<file path="config.mk">
export PLATFORM = sky130hd
export DESIGN_NAME = der_certificate_chain_splitter_unit
export DESIGN_NICKNAME = d
export VERILOG_FILES = /design/src/rtl/dccs_pkg.sv /design/src/rtl/dccs_parse.sv /design/src/rtl/der_certificate_chain_splitter_unit.sv
export SDC_FILE = /design/constraint.sdc
export NUM_CORES = 1
export LEC_CHECK = 0
export BUFFER_PORTS_ARGS = -buffer_cell sky130_fd_sc_hd__buf_4
export CORE_MARGIN = 1.5
export CORE_UTILIZATION = 35
export CTS_CLUSTER_DIAMETER = 60
export CTS_CLUSTER_SIZE = 28
export DETAILED_ROUTE_END_ITERATION = 16
export GPL_ROUTABILITY_DRIVEN = 1
export PLACE_DENSITY = 0.6
export REMOVE_ABC_BUFFERS = 1
export SLEW_MARGIN = 20
export SYNTH_ARGS = -nofsm -noshare
export SYNTH_HDL_FRONTEND = slang
export SYNTH_HIERARCHICAL = 1
export SYNTH_SLANG_ARGS = --single-unit
</file>
<file path="constraint.sdc">
create_clock -name clk -period 4.9 [get_ports clk]
set_clock_uncertainty 0.15 [all_clocks]
set_input_delay 0.49 -clock clk [delete_from_list [all_inputs] [get_ports clk]]
set_output_delay 0.49 -clock clk [all_outputs]
set_load 0.005 [all_outputs]
</file>
<file path="src/rtl/dccs_pkg.sv">
// Shared types and constants for the DER certificate chain splitter.
`default_nettype none

package dccs_pkg;

    localparam logic [7:0] TAG_SEQUENCE      = 8'h30;
    localparam int         LONG_FORM_BIT     = 7;
    localparam logic [6:0] LENGTH_COUNT_MASK = 7'h7F;
    localparam int         BYTE_W            = 8;

    typedef enum logic [1:0] {
        PH_TAG      = 2'd0,
        PH_LEN      = 2'd1,
        PH_LENBYTES = 2'd2,
        PH_BODY     = 2'd3
    } phase_t;

    typedef enum logic [1:0] {
        ST_OK      = 2'd0,
        ST_BAD_TAG = 2'd1,
        ST_BAD_LEN = 2'd2,
        ST_BEYOND  = 2'd3
    } status_t;

    typedef struct packed {
        logic    cert_first;
        logic    cert_last;
        status_t status;
    } flags_t;

endpackage

`default_nettype wire

</file>
<file path="src/rtl/dccs_parse.sv">
// Header parser state and per-item step logic.
`default_nettype none

module dccs_parse #(
    parameter int MAX_LENGTH_BYTES = 4,
    parameter int CERT_INDEX_BITS  = 4
) (
    input  wire logic                        clk,
    input  wire logic                        rst_n,
    input  wire logic                        enable,
    input  wire logic [7:0]                  in_byte,
    input  wire logic                        in_last,
    output logic [CERT_INDEX_BITS-1:0]       cert_number,
    output dccs_pkg::flags_t                 flags
);

    localparam int BODY_W    = MAX_LENGTH_BYTES * dccs_pkg::BYTE_W;
    localparam int LEN_CNT_W = $clog2(MAX_LENGTH_BYTES + 1);
    localparam logic [CERT_INDEX_BITS-1:0] CERT_MAX = {CERT_INDEX_BITS{1'b1}};

    dccs_pkg::phase_t            phase_reg, phase_next;
    logic [LEN_CNT_W-1:0]        left_reg, left_next;
    logic [BODY_W-1:0]           body_reg, body_next;
    logic [CERT_INDEX_BITS-1:0]  count_reg, count_next;
    dccs_pkg::status_t           error_reg, error_next;

    logic                        finish;
    dccs_pkg::status_t           status_step;
    logic [6:0]                  len_count;
    logic [BODY_W-1:0]           body_shift;
    logic [BODY_W-1:0]           body_dec;
    logic [LEN_CNT_W-1:0]        left_dec;

    assign len_count  = in_byte[6:0] & dccs_pkg::LENGTH_COUNT_MASK;
    assign body_shift = BODY_W'({body_reg, in_byte});
    assign body_dec   = body_reg - 1'b1;
    assign left_dec   = left_reg - 1'b1;

    always_comb
    begin
        phase_next  = phase_reg;
        left_next   = left_reg;
        body_next   = body_reg;
        count_next  = count_reg;
        error_next  = error_reg;
        finish      = 1'b0;
        if (error_reg == dccs_pkg::ST_OK)
        begin
            unique case (phase_reg)
                dccs_pkg::PH_TAG:
                begin
                    if (in_byte != dccs_pkg::TAG_SEQUENCE)
                        error_next = dccs_pkg::ST_BAD_TAG;
                    else
                        phase_next = dccs_pkg::PH_LEN;
                end
                dccs_pkg::PH_LEN:
                begin
                    if (in_byte[dccs_pkg::LONG_FORM_BIT])
                    begin
                        if (len_count > 7'(MAX_LENGTH_BYTES))
                            error_next = dccs_pkg::ST_BAD_LEN;
                        else if (len_count == 7'd0)
                            finish = 1'b1;
                        else
                        begin
                            left_next  = len_count[LEN_CNT_W-1:0];
                            body_next  = '0;
                            phase_next = dccs_pkg::PH_LENBYTES;
                        end
                    end
                    else if (in_byte == 8'd0)
                        finish = 1'b1;
                    else
                    begin
                        body_next  = BODY_W'(in_byte);
                        phase_next = dccs_pkg::PH_BODY;
                    end
                end
                dccs_pkg::PH_LENBYTES:
                begin
                    body_next = body_shift;
                    left_next = left_dec;
                    if (left_dec == '0)
                    begin
                        if (body_shift == '0)
                            finish = 1'b1;
                        else
                            phase_next = dccs_pkg::PH_BODY;
                    end
                end
                dccs_pkg::PH_BODY:
                begin
                    body_next = body_dec;
                    if (body_dec == '0)
                        finish = 1'b1;
                end
                default:
                begin
                    phase_next = dccs_pkg::PH_TAG;
                end
            endcase
        end

        if (finish)
        begin
            phase_next = dccs_pkg::PH_TAG;
            body_next  = '0;
            left_next  = '0;
            if (count_reg != CERT_MAX)
                count_next = count_reg + 1'b1;
        end

        if (in_last && error_next == dccs_pkg::ST_OK)
        begin
            if (phase_next == dccs_pkg::PH_LEN || phase_next == dccs_pkg::PH_LENBYTES)
                error_next = dccs_pkg::ST_BAD_LEN;
            else if (phase_next == dccs_pkg::PH_BODY)
                error_next = dccs_pkg::ST_BEYOND;
        end
        status_step = error_next;

        if (in_last)
        begin
            phase_next = dccs_pkg::PH_TAG;
            left_next  = '0;
            body_next  = '0;
            count_next = '0;
            error_next = dccs_pkg::ST_OK;
        end
    end

    always_comb
    begin
        cert_number      = count_reg;
        flags.cert_first = (error_reg == dccs_pkg::ST_OK) && (phase_reg == dccs_pkg::PH_TAG);
        flags.cert_last  = finish;
        flags.status     = status_step;
    end

    always_ff @(posedge clk or negedge rst_n)
    begin
        if (!rst_n)
        begin
            phase_reg <= dccs_pkg::PH_TAG;
            left_reg  <= '0;
            body_reg  <= '0;
            count_reg <= '0;
            error_reg <= dccs_pkg::ST_OK;
        end
        else if (enable)
        begin
            phase_reg <= phase_next;
            left_reg  <= left_next;
            body_reg  <= body_next;
            count_reg <= count_next;
            error_reg <= error_next;
        end
    end

endmodule

`default_nettype wire

</file>
<file path="src/rtl/der_certificate_chain_splitter_unit.sv">
// Top level of the DER certificate chain splitter: input and result registers around the parser.
// Path: input register, then the parser step, then the result register.
// Throughput: one item per cycle; the parser state advances once per item in a single pass.
// Back-pressure from m_axis_tready stalls the input register and the parser together.
// Reset: rst_n asynchronous, active low; clears valid flags, parser state and error status.
`default_nettype none

module der_certificate_chain_splitter_unit #(
    parameter int MAX_LENGTH_BYTES = 4,
    parameter int CERT_INDEX_BITS  = 4
) (
    input  wire logic                  clk,
    input  wire logic                  rst_n,
    input  wire logic                  s_axis_tvalid,
    output logic                       s_axis_tready,
    input  wire logic [7:0]            s_axis_tdata,   // [7:0] chain_byte
    input  wire logic                  s_axis_tlast,   // chain_last
    output logic                       m_axis_tvalid,
    input  wire logic                  m_axis_tready,
    output logic [((CERT_INDEX_BITS + 17) / 8) * 8 - 1:0] m_axis_tdata,
                                       // out_byte, cert_number, status, zero fill
    output logic [1:0]                 m_axis_tuser,   // cert_first, cert_last
    output logic                       m_axis_tlast    // chain_done
);

    localparam int PACK_W   = dccs_pkg::BYTE_W + CERT_INDEX_BITS + 2;
    localparam int M_DATA_W = ((PACK_W + 7) / 8) * 8;

    logic                        in_valid_reg;
    logic [7:0]                  in_byte_reg;
    logic                        in_last_reg;

    logic                        out_valid_reg;
    logic [7:0]                  out_byte_reg;
    logic [CERT_INDEX_BITS-1:0]  out_number_reg;
    dccs_pkg::flags_t            out_flags_reg;
    logic                        out_done_reg;

    logic                        advance;
    logic                        process;
    logic [CERT_INDEX_BITS-1:0]  cert_number;
    dccs_pkg::flags_t            flags;

    assign advance       = !out_valid_reg || m_axis_tready;
    assign process       = in_valid_reg && advance;
    assign s_axis_tready = !in_valid_reg || advance;

    dccs_parse #(
        .MAX_LENGTH_BYTES (MAX_LENGTH_BYTES),
        .CERT_INDEX_BITS  (CERT_INDEX_BITS)
    ) u_parse (
        .clk         (clk),
        .rst_n       (rst_n),
        .enable      (process),
        .in_byte     (in_byte_reg),
        .in_last     (in_last_reg),
        .cert_number (cert_number),
        .flags       (flags)
    );

    always_ff @(posedge clk or negedge rst_n)
    begin
        if (!rst_n)
        begin
            in_valid_reg  <= 1'b0;
            out_valid_reg <= 1'b0;
        end
        else
        begin
            if (s_axis_tready)
                in_valid_reg <= s_axis_tvalid;
            if (advance)
                out_valid_reg <= in_valid_reg;
        end
    end

    always_ff @(posedge clk)
    begin
        if (s_axis_tready && s_axis_tvalid)
        begin
            in_byte_reg <= s_axis_tdata;
            in_last_reg <= s_axis_tlast;
        end
        if (process)
        begin
            out_byte_reg   <= in_byte_reg;
            out_number_reg <= cert_number;
            out_flags_reg  <= flags;
            out_done_reg   <= in_last_reg;
        end
    end

    assign m_axis_tvalid = out_valid_reg;
    assign m_axis_tdata  = M_DATA_W'({out_flags_reg.status, out_number_reg, out_byte_reg});
    assign m_axis_tuser  = {out_flags_reg.cert_last, out_flags_reg.cert_first};
    assign m_axis_tlast  = out_done_reg;

endmodule

`default_nettype wire

</file>
# After elaboration in Yosys (flattened, before gate mapping)
# Cells that the tools add are included.
# W data, S select, Z words.
# totals
ff_bits,71
latchBits,0
ramBits,0
romBits,0
output_inout_bits,21
elab_cells,105
mem_count,0
# classes
add_sub_neg,3
multipliers,0
n_div,0
order_cmp,1
eq_ne,14
n_shift,0
muxes,47
bitwise,0
n_reduce_logical,25
# ops
op,count
$mux W32,7
$pmux W32 S3,1
$logic_not A32 Y1,2
$mux W2,18
$sub A32 B1 Y32 const B,1
$mux W3,6
$ne A5 B4 Y1 const B,3
$mux W4,3
$ne A4 B3 Y1 const B,3
$reduce_and A6 Y1,2
$eq A2 B2 Y1 const B,4
$logic_not A8 Y1,1
$mux W1,8
$ne A8 B6 Y1 const B,1
$gt A7 B3 Y1 const B,1
$logic_not A7 Y1,1
$logic_not A2 Y1,3
$pmux W2 S3,1
$pmux W3 S2,1
$reduce_bool A5 Y1,1
$add A4 B1 Y4 const B,1
$eq A2 B1 Y1 const B,2
$logic_and A1 B1 Y1,4
$ne A4 B4 Y1 const B,1
10 further kinds,14

# Logic depth before layout (Yosys ltp)
# Gate-level depths: netlist of the first run.
# logic_depth
word_depth,12
mapped_depth,13
mapped_depth_nobuf,13

# Modules after synthesis
# Netlist of the first run, hierarchy kept.
# modules_own_cells
module,instances,cells_each,area_per_inst_um2
dccs_parse,1,443,3631.0
der_certificate_chain_splitter_unit,1,37,903.4

# Least setup slack after synthesis of the first run
# No wires, ideal clock.
# synth_path
kind,reg-to-reg
start,reg u_parse.body_reg[0]
end,"reg out_flags_reg (netlist bit m_axis_tdata[13]), data pin"
arrival_time_ns,3.417
t_required_ns,4.490
setup_slack_ns,1.073
path_stages_with_launch,14
n_path_buf,1
synth_period_minus_slack_ns,3.827
cell_sequence,dfrtp_1 > inv_1 > ha_1 > nor3b_1 > nand4b_1 > o31ai_1 > nand4_1 > or4b_1 > o31ai_1 > buf_4 > nor2b_1 > ha_1 > o211ai_1 > nand2_1
# synth_rtl
element,line,source
"start, declared",dccs_parse.sv:23,"logic [BODY_W-1:0] body_reg, body_next;"
"start signal, assigned",dccs_parse.sv:155,body_reg <= body_next;
"end signal, assigned",der_certificate_chain_splitter_unit.sv:88,out_flags_reg <= flags;
"end, declared",der_certificate_chain_splitter_unit.sv:36,dccs_pkg::flags_t out_flags_reg;

==> results of run 1 <==
path summary, 6_finish.rpt:
path | from | endpoint | slack [ns] | cells after the start
worst min register to register | u_parse/cert_number[1]$_DFFE_PN0P_ | out_number_reg[1]$_DFFE_PP_ | 0.38 | 0
worst min-delay path | rst_n | u_parse/body_reg[20]$_DFFE_PN0P_ | 0.02 | 1
worst max-delay path | u_parse/body_reg[0]$_DFFE_PN0P_ | m_axis_tdata[13]$_DFFE_PP_ | 0.60 | 13
min in group clk | s_axis_tdata[7] | in_byte_reg[7]$_DFFE_PP_ | 0.18 | 1
max in group asynchronous | rst_n | u_parse/left_reg[1]$_DFFE_PN0P_ | 4.19 | 1
worst max register to register | u_parse/body_reg[0]$_DFFE_PN0P_ | m_axis_tdata[13]$_DFFE_PP_ | 0.60 | 13
placed cells by master (no fill, tap or decap), drive strengths merged, types with 5 or more instances in the layout:
| master | netlist | layout |
|---|---|---|
| o31a | 5 | 5 |
| dfrtp | 45 | 45 |
| xnor2 | 5 | 5 |
| nand2 | 32 | 32 |
| nand2b | 7 | 7 |
| o21ai | 30 | 30 |
| nor3 | 14 | 14 |
| nor4 | 10 | 10 |
| or3 | 10 | 10 |
| a21oi | 33 | 33 |
| nand3 | 7 | 7 |
| ha | 12 | 12 |
| and2 | 5 | 5 |
| nor2 | 40 | 40 |
| inv | 19 | 20 |
| edfxtp | 26 | 26 |
| or4 | 7 | 7 |
| buf | 13 | 39 |
| xor2 | 9 | 9 |
| a22oi | 12 | 12 |
| clkbuf | 24 | 11 |
| o31ai | 10 | 10 |
| o2bb2ai | 29 | 29 |
| nand4 | 10 | 10 |
| nand3b | 5 | 5 |
metrics by stage:
stage | area, µm² | util | std cells | worst slack, ns | hold WS, ns
2_1_floorplan | 4350 | - | 444 | 0.586 | 0.0444
3_3_place_gp | 4850 | 0.385 | 655 | 0.769 | 0.369
3_5_place_dp | 4850 | 0.385 | 655 | 0.637 | 0.372
4_1_cts | 5170 | 0.410 | 671 | 0.621 | 0.0404
5_1_grt | 5170 | 0.410 | 671 | 0.228 | 0.0648
6_report | 5170 | 0.410 | 671 | 0.596 | 0.0158
critical path, cell delays in order (launching register included):
cell	delay, ns
dfrtp_1	0.47
inv_1	0.12
ha_1	0.27
nor3b_1	0.46
nand4b_1	0.40
o31ai_1	0.41
nand4_1	0.11
or4b_1	0.60
o31ai_1	0.22
buf_4	0.23
nor2b_1	0.07
ha_1	0.30
o211ai_1	0.16
nand2_1	0.07
routing by layer:
layer | wire [µm] | vias to the layer above | share of wire
met4 | 285 | 0 | 0.023
met5 | 0 | - | 0
met1 | 5830 | 1941 | 0.46
met3 | 672 | 22 | 0.053
li1 | - | 1846 | -
met2 | 5800 | 122 | 0.46
power groups by stage:
stage,Sequential [mW],Combinational [mW],Clock [mW]
floorplan,0.740,0.720,0
global placement,0.755,0.980,0
detailed placement,0.757,0.978,0
CTS,0.747,0.984,0.713
global route,0.758,1.10,0.741
finish,0.748,1.00,0.700
cell families after synthesis:
family / share of synthesized area
compound gates: 0.237
xor+xnor: 0.0270
fa+ha+maj: 0.0331
buf+inv: 0.0579
flops: 0.421
mux: 0.00662
other cells: 0.000827
simple gates: 0.217
layout make-up:
cell class,instances,area (µm²),share of cell area
Clock inverter,5,81.3,0.0157
Tap cell,172,215,0.0416
Timing Repair Buffer,39,293,0.0566
Inverter,19,71.3,0.0138
Multi-Input combinational cell,354,2370,0.458
Sequential cell,71,1910,0.369
Clock buffer,11,233,0.0450
==> metrics.csv, run 1 <==
stage,metric,value,unit
run_status,status,completed,
layout,syn_to_final_growth,14.0,%
sta,maxSlewViolCount,0,
global_route,use_met1,0.273,
drt,dr.pass1.iters,4,
layout,finish.net_count,519,
sta,setup_tns,0,ns
layout,num_antenna_cells,0,
floorplanning,core,12600,µm²
sta,setup_viol_count_final,0,
setup_path,cp.required,4.84,ns
yosys,async_flop_share,0.634,
power_and_ir_drop,power_density,474,nW/µm²
clock_network,cts_buffers,9,
placed_design,hpwl,8.59,mm
clock_network,worstSkewPairLatency,0.34,ns
global_route,grt.total_usage,0.196,
clock_network,clk_pin_slew,0.06,ns
drt,wl,12.6,mm
power_and_ir_drop,total_power,2.45,mW
run,cap_violations,0,
yosys,yosysMostFrequentCell,dfrtp_1,
setup_path,cp_max_fo,11,
drt,via_per_inst,5.86,
floorplanning,die_area,13600,µm²
drt,wl_per_cell,18.7,µm
clock_network,post_cts_buffers,0,
drt,drtIter0Drc,255,
power_and_ir_drop,ir_drop,0.202,mV
global_route,antenna_found_initial,0,
yosys,synth_edf_count,26,
drt,drc,0,
drt,antenna_left,0,
yosys,synth_seq_cells,71,
floorplanning,die_y,117,µm
setup_path,crit_type,reg -> reg,
sta,rsz0062_at_grt,false,
yosys,synthTopCellsByArea,"dfrtp_1 (25%), edfxtp_1 (17%), o2bb2ai_1 (5.6%), a21oi_1 (3.6%), ha_1 (3.3%)",
layout,largest_register_ffs,32,
clock_network,clockBufferDepth,2,
sta,max_freq,232,MHz
power_and_ir_drop,p_sw,0.934,mW
global_route,use_met3,0.0412,
clock_network,cts_root_buf,clkbuf_16,
power_and_ir_drop,p_leak,2.17,nW
floorplanning,core.rowCount,41,
setup_path,critPathLaunchType,flip-flop,
clock_network,cts_resized,0,
sta,fin_crit,4.30,ns
global_route,use_met2,0.297,
power_and_ir_drop,power_frac_clock,0.285,
yosys,yosysSeqAreaShare,0.421,
yosys,syn_avg_cell_area,9.45,µm²
layout,layout-drive-gt1-share,0.144,
yosys,yosys_warnings,6,
sta,hold_violations,0,
global_route,grt-ovfl-total,0,
power_and_ir_drop,pwr-share-comb,0.409,
global_route,grt_max_degree,46,
drt,vias,3931,
yosys,ys_top_cells_by_count,"dfrtp_1 (45), nor2_1 (39), a21oi_1 (33)",
floorplanning,fp.dieW,117,µm
yosys,synth_ff_type,dfrtp_1,
yosys,synth.cell_area,4530,µm²
placed_design,routabilityCongestion,0.988,
clock_network,cts_hold_buf,0,
yosys,yosysTopAreaCellShare,0.248,
setup_path,end_kind,flip-flop,
global_route,grt_pass1_vias,3673,
floorplanning,ios,34,
floorplanning,start_util,0.359,
yosys,synth_cells,480,
yosys,synth_top_area_cell,dfrtp_1,
power_and_ir_drop,power.internal,1.52,mW
sta,relSlewSlack,0.323,
sta,tightest_slew,1.00,ns
clock_network,htree_levels,3,
power_and_ir_drop,pwr-share-seq,0.305,
global_route,busiest_layer,met2,
setup_path,cp.arrival,4.24,ns
placed_design,portBuffers,31,
yosys,ys_types,68,
global_route,grt_pass1_wl,20.3,mm
sta,layout_worst_path_cycle_share,0.878,
hold_path,hold_class,in -> async,
power_and_ir_drop,p_sw_frac,0.381,
layout,n_fill_cell,1256,
clock_network,tritoncts,built,
clock_network,cts.sinks,71,
(Power assumes the default switching activity.)
==> inputs of run 2 (changes only) <==
--- a/config.mk
+++ b/config.mk
@@ -7,3 +7,5 @@
 export LEC_CHECK = 0
+export ABC_AREA = 1
 export BUFFER_PORTS_ARGS = -buffer_cell sky130_fd_sc_hd__buf_4
+export CAP_MARGIN = 20
 export CORE_MARGIN = 1.5
==> constraint.sdc (replaced) <==
create_clock -name clk -period 4.9 [get_ports clk]
set_clock_uncertainty 0.15 [all_clocks]
set_input_delay 0.735 -clock clk [delete_from_list [all_inputs] [get_ports clk]]
set_output_delay 0.735 -clock clk [all_outputs]
set_load 0.005 [all_outputs]
==> metrics.csv, run 2 <==
stage,metric,value,unit,change
clock_network,tritoncts,built,,unchanged
placed_design,postPlaceCellArea,5150,µm²,was 4850 µm²
global_route,grt-ovfl-total,0,,unchanged
clock_network,clockBufferDepth,2,,unchanged
yosys,ys_types,40,,was 68
sta,fin_crit,3.17,ns,was 4.30 ns
setup_path,cp-startpoint,u_parse/body_reg[0]$_DFFE_PN0P_,,unchanged
sta,max_freq,315,MHz,was 232 MHz
clock_network,worstSkewPairLatency,0.34,ns,about the same
power_and_ir_drop,power_density,568,nW/µm²,was 474 nW/µm²
power_and_ir_drop,power.internal,1.65,mW,was 1.52 mW
drt,drtIter0Drc,216,,was 255
power_and_ir_drop,pwr-share-comb,0.531,,was 0.409
layout,finish.net_count,729,,was 519
global_route,busiest_layer,met2,,unchanged
global_route,grt_max_degree,46,,unchanged
setup_path,timing.rr.end,m_axis_tdata[13]$_DFFE_PP_,,unchanged
global_route,antenna_found_initial,0,,unchanged
drt,wl,12.5,mm,was 12.6 mm
sta,setup_viol_count_final,0,,unchanged
clock_network,cts_resized,0,,unchanged
floorplanning,ios,34,,unchanged
sta,layout_worst_path_cycle_share,0.647,,was 0.878
yosys,yosysSeqAreaShare,0.400,,was 0.421
clock_network,clk_pin_slew,0.06,ns,about the same
yosys,yosysTopAreaCellShare,0.236,,was 0.248
drt,wl_per_cell,14.1,µm,was 18.7 µm
yosys,synth_edf_count,26,,unchanged
sta,tightest_slew,0.905,ns,was 1.00 ns
floorplanning,die_area,14300,µm²,was 13600 µm²
global_route,grt_pass1_wl,21.7,mm,was 20.3 mm
global_route,grt_pass1_vias,4594,,was 3673
yosys,yosysMostFrequentCell,nand2_1,,was dfrtp_1
clock_network,htree_levels,3,,unchanged
layout,largest_register_ffs,32,,unchanged
setup_path,critPathLaunchType,flip-flop,,unchanged
drt,vias,4478,,was 3931
placed_design,routabilityCongestion,0.894,,was 0.988
yosys,yosys_warnings,6,,unchanged
yosys,synth.cell_area,4760,µm²,was 4530 µm²
sta,rsz0062_at_grt,false,,unchanged
global_route,use_met2,0.311,,was 0.297
clock_network,cts_root_buf,clkbuf_16,,unchanged
drt,drc,0,,unchanged
drt,via_per_inst,5.07,,was 5.86
layout,final_cell_mix,"nand2_1 (232), nor2_1 (84), inv_1 (69)",,"was dfrtp_1 (45), buf_4 (39), nor2_1 (39)"
layout,syn_to_final_growth,14.5,%,was 14.0%
run_status,status,completed,,unchanged
placed_design,hpwl,8.87,mm,was 8.59 mm
sta,relSlewSlack,0.395,,was 0.323
yosys,synth_ff_type,dfrtp_1,,unchanged
hold_path,hold_class,in -> async,,unchanged
setup_path,cpMostUsedCell,nand2_1,,
yosys,syn_avg_cell_area,7.02,µm²,was 9.45 µm²
sta,maxSlewViolCount,0,,unchanged
floorplanning,core,13200,µm²,was 12600 µm²
setup_path,crit_path_end,m_axis_tdata[13]$_DFFE_PP_,,unchanged
power_and_ir_drop,p_sw_frac,0.467,,was 0.381
layout,fin_area,5450,µm²,was 5170 µm²
sta,setup_tns,0,ns,unchanged
power_and_ir_drop,p_leak,2.77,nW,was 2.17 nW
clock_network,cts_hold_buf,0,,unchanged
setup_path,cp.required,4.84,ns,about the same
run,cap_violations,0,,unchanged
yosys,synth_seq_cells,71,,unchanged
setup_path,max_stage_delay,0.41,ns,was 0.60 ns
power_and_ir_drop,ir_drop,0.346,mV,was 0.202 mV
clock_network,cts_buffers,9,,unchanged
floorplanning,fp.dieW,120,µm,was 117 µm
setup_path,cp_max_fo,8,,was 11
sta,hold_violations,0,,unchanged
setup_path,slowest_stage,dfrtp_1,,was or4b_1
setup_path,end_kind,flip-flop,,unchanged
setup_path,rrSetupSlack,1.73,ns,was 0.60 ns
floorplanning,core.rowCount,42,,was 41
global_route,use_met1,0.248,,was 0.273
power_and_ir_drop,p_sw,1.45,mW,was 0.934 mW
setup_path,r2r_cells,18,,was 13
layout,layout-drive-gt1-share,0.116,,was 0.144
layout,final_common_cell,nand2_1,,was dfrtp_1
drt,dr.pass1.iters,5,,was 4
floorplanning,die_y,120,µm,was 117 µm
placed_design,portBuffers,31,,unchanged
floorplanning,start_util,0.360,,was 0.359
yosys,synthTopCellsByArea,"dfrtp_1 (24%), nand2_1 (18%), edfxtp_1 (16%), nor2_1 (6.6%), inv_1 (5.4%)",,"was dfrtp_1 (25%), edfxtp_1 (17%), o2bb2ai_1 (5.6%), a21oi_1 (3.6%), ha_1 (3.3%)"
setup_path,crit_type,reg -> reg,,unchanged
global_route,use_met3,0.0399,,was 0.0412
setup_path,cp.arrival,3.12,ns,was 4.24 ns
global_route,grt.total_usage,0.191,,was 0.196
clock_network,cts.sinks,71,,unchanged
clock_network,post_cts_buffers,0,,unchanged
layout,num_antenna_cells,0,,unchanged
yosys,synth_top_area_cell,dfrtp_1,,unchanged
drt,antenna_left,0,,unchanged
power_and_ir_drop,power_frac_clock,0.221,,was 0.285
yosys,async_flop_share,0.634,,unchanged
setup_path,crit_path_cell_trace,inv_1 -> ha_1 -> nand3_2 -> nor2_4 -> nand2_2 -> o21ai_1 -> nand2_1 -> nor2_1 -> nand2_1 -> nor2_2 -> nand3_2 -> nand2_4 -> nand2_4 -> nand2_1 -> inv_1 -> ha_1 -> o211ai_1 -> nand2_1,,was inv_1 -> ha_1 -> nor3b_1 -> nand4b_1 -> o31ai_1 -> nand4_1 -> or4b_1 -> o31ai_1 -> buf_4 -> nor2b_1 -> ha_1 -> o211ai_1 -> nand2_1
setup_path,regToRegStartpoint,u_parse/body_reg[0]$_DFFE_PN0P_,,unchanged
power_and_ir_drop,pwr-share-seq,0.249,,was 0.305
yosys,synth_cells,678,,was 480
yosys,ys_top_cells_by_count,"nand2_1 (232), nor2_1 (84), inv_1 (69)",,"was dfrtp_1 (45), nor2_1 (39), a21oi_1 (33)"
-- run 2: power by group through the flow --
stage / registers, mW / clock network, mW / logic, mW
2_1_floorplan: 0.761 / 0 / 1.19
3_3_place_gp: 0.776 / 0 / 1.59
3_5_place_dp: 0.779 / 0 / 1.61
4_1_cts: 0.769 / 0.706 / 1.63
5_1_grt: 0.780 / 0.729 / 1.87
6_report: 0.770 / 0.684 / 1.64
-- run 2: cell families (layout without fill, tap and decap cells) --
kind of cell	count (synthesis)	count (layout)	share of synthesized area
AO/OA/AOI/OAI	86	86	0.0996
XOR/XNOR	6	6	0.0110
adder cells (fa/ha/maj)	12	12	0.0315
buffers and inverters	96	125	0.0854
flip-flops	71	71	0.400
other	1	2	0.000787
AND/OR/NAND/NOR	406	406	0.371
-- run 2: worst min-delay path by stage --
stage	slack (ns)	depth (start not counted)	from	endpoint
final	0.26	1	rst_n	u_parse/body_reg[7]$_DFFE_PN0P_
after floorplan	0.28	0	in_byte_reg[3]$_DFFE_PP_	out_byte_reg[3]$_DFFE_PP_
after global placement	0.29	0	in_byte_reg[4]$_DFFE_PP_	out_byte_reg[4]$_DFFE_PP_
after global routing	0.30	1	rst_n	u_parse/body_reg[11]$_DFFE_PN0P_
after CTS	0.26	1	rst_n	u_parse/body_reg[13]$_DFFE_PN0P_
after detailed placement	0.29	0	in_byte_reg[3]$_DFFE_PP_	out_byte_reg[3]$_DFFE_PP_
-- run 2: area by class of cell --
cell class | instances | area [µm²]
clock buffer | 11 | 233
clock inverter | 4 | 72.6
inverter | 74 | 278
timing repair buffer | 36 | 270
fill | 1407 | 7790
sequential | 71 | 1910
tap | 176 | 220
multi-input combinational | 512 | 2470
-- run 2: critical path: cells and delay by family, from the launching register on --
family                   cells  cell delay, ns
buffers and inverters        2            0.16
flip-flops                   1            0.41
AO/OA/AOI/OAI                2            0.32
AND/OR/NAND/NOR             12            1.36
adder cells (fa/ha/maj)      2            0.52
-- run 2: routing by layer --
metal  wire [µm]  share of wire  up-vias
met2        5860           0.47       94
li1            -              -     2252
met3         518          0.041       14
met4         197          0.016        0
met5           0              0        -
met1        5930           0.47     2118
-- run 2: through the flow --
stage	hold WS (ns)	power, mW	util	instances	setup WS, ns
after floorplan	0.276	1.95	-	657	0.702
after global placement	0.288	2.37	0.389	869	1.80
after detailed placement	0.294	2.39	0.389	869	1.76
after CTS	0.263	3.10	0.412	884	1.74
after global routing	0.298	3.37	0.412	884	1.37
final	0.256	3.10	0.412	884	1.73
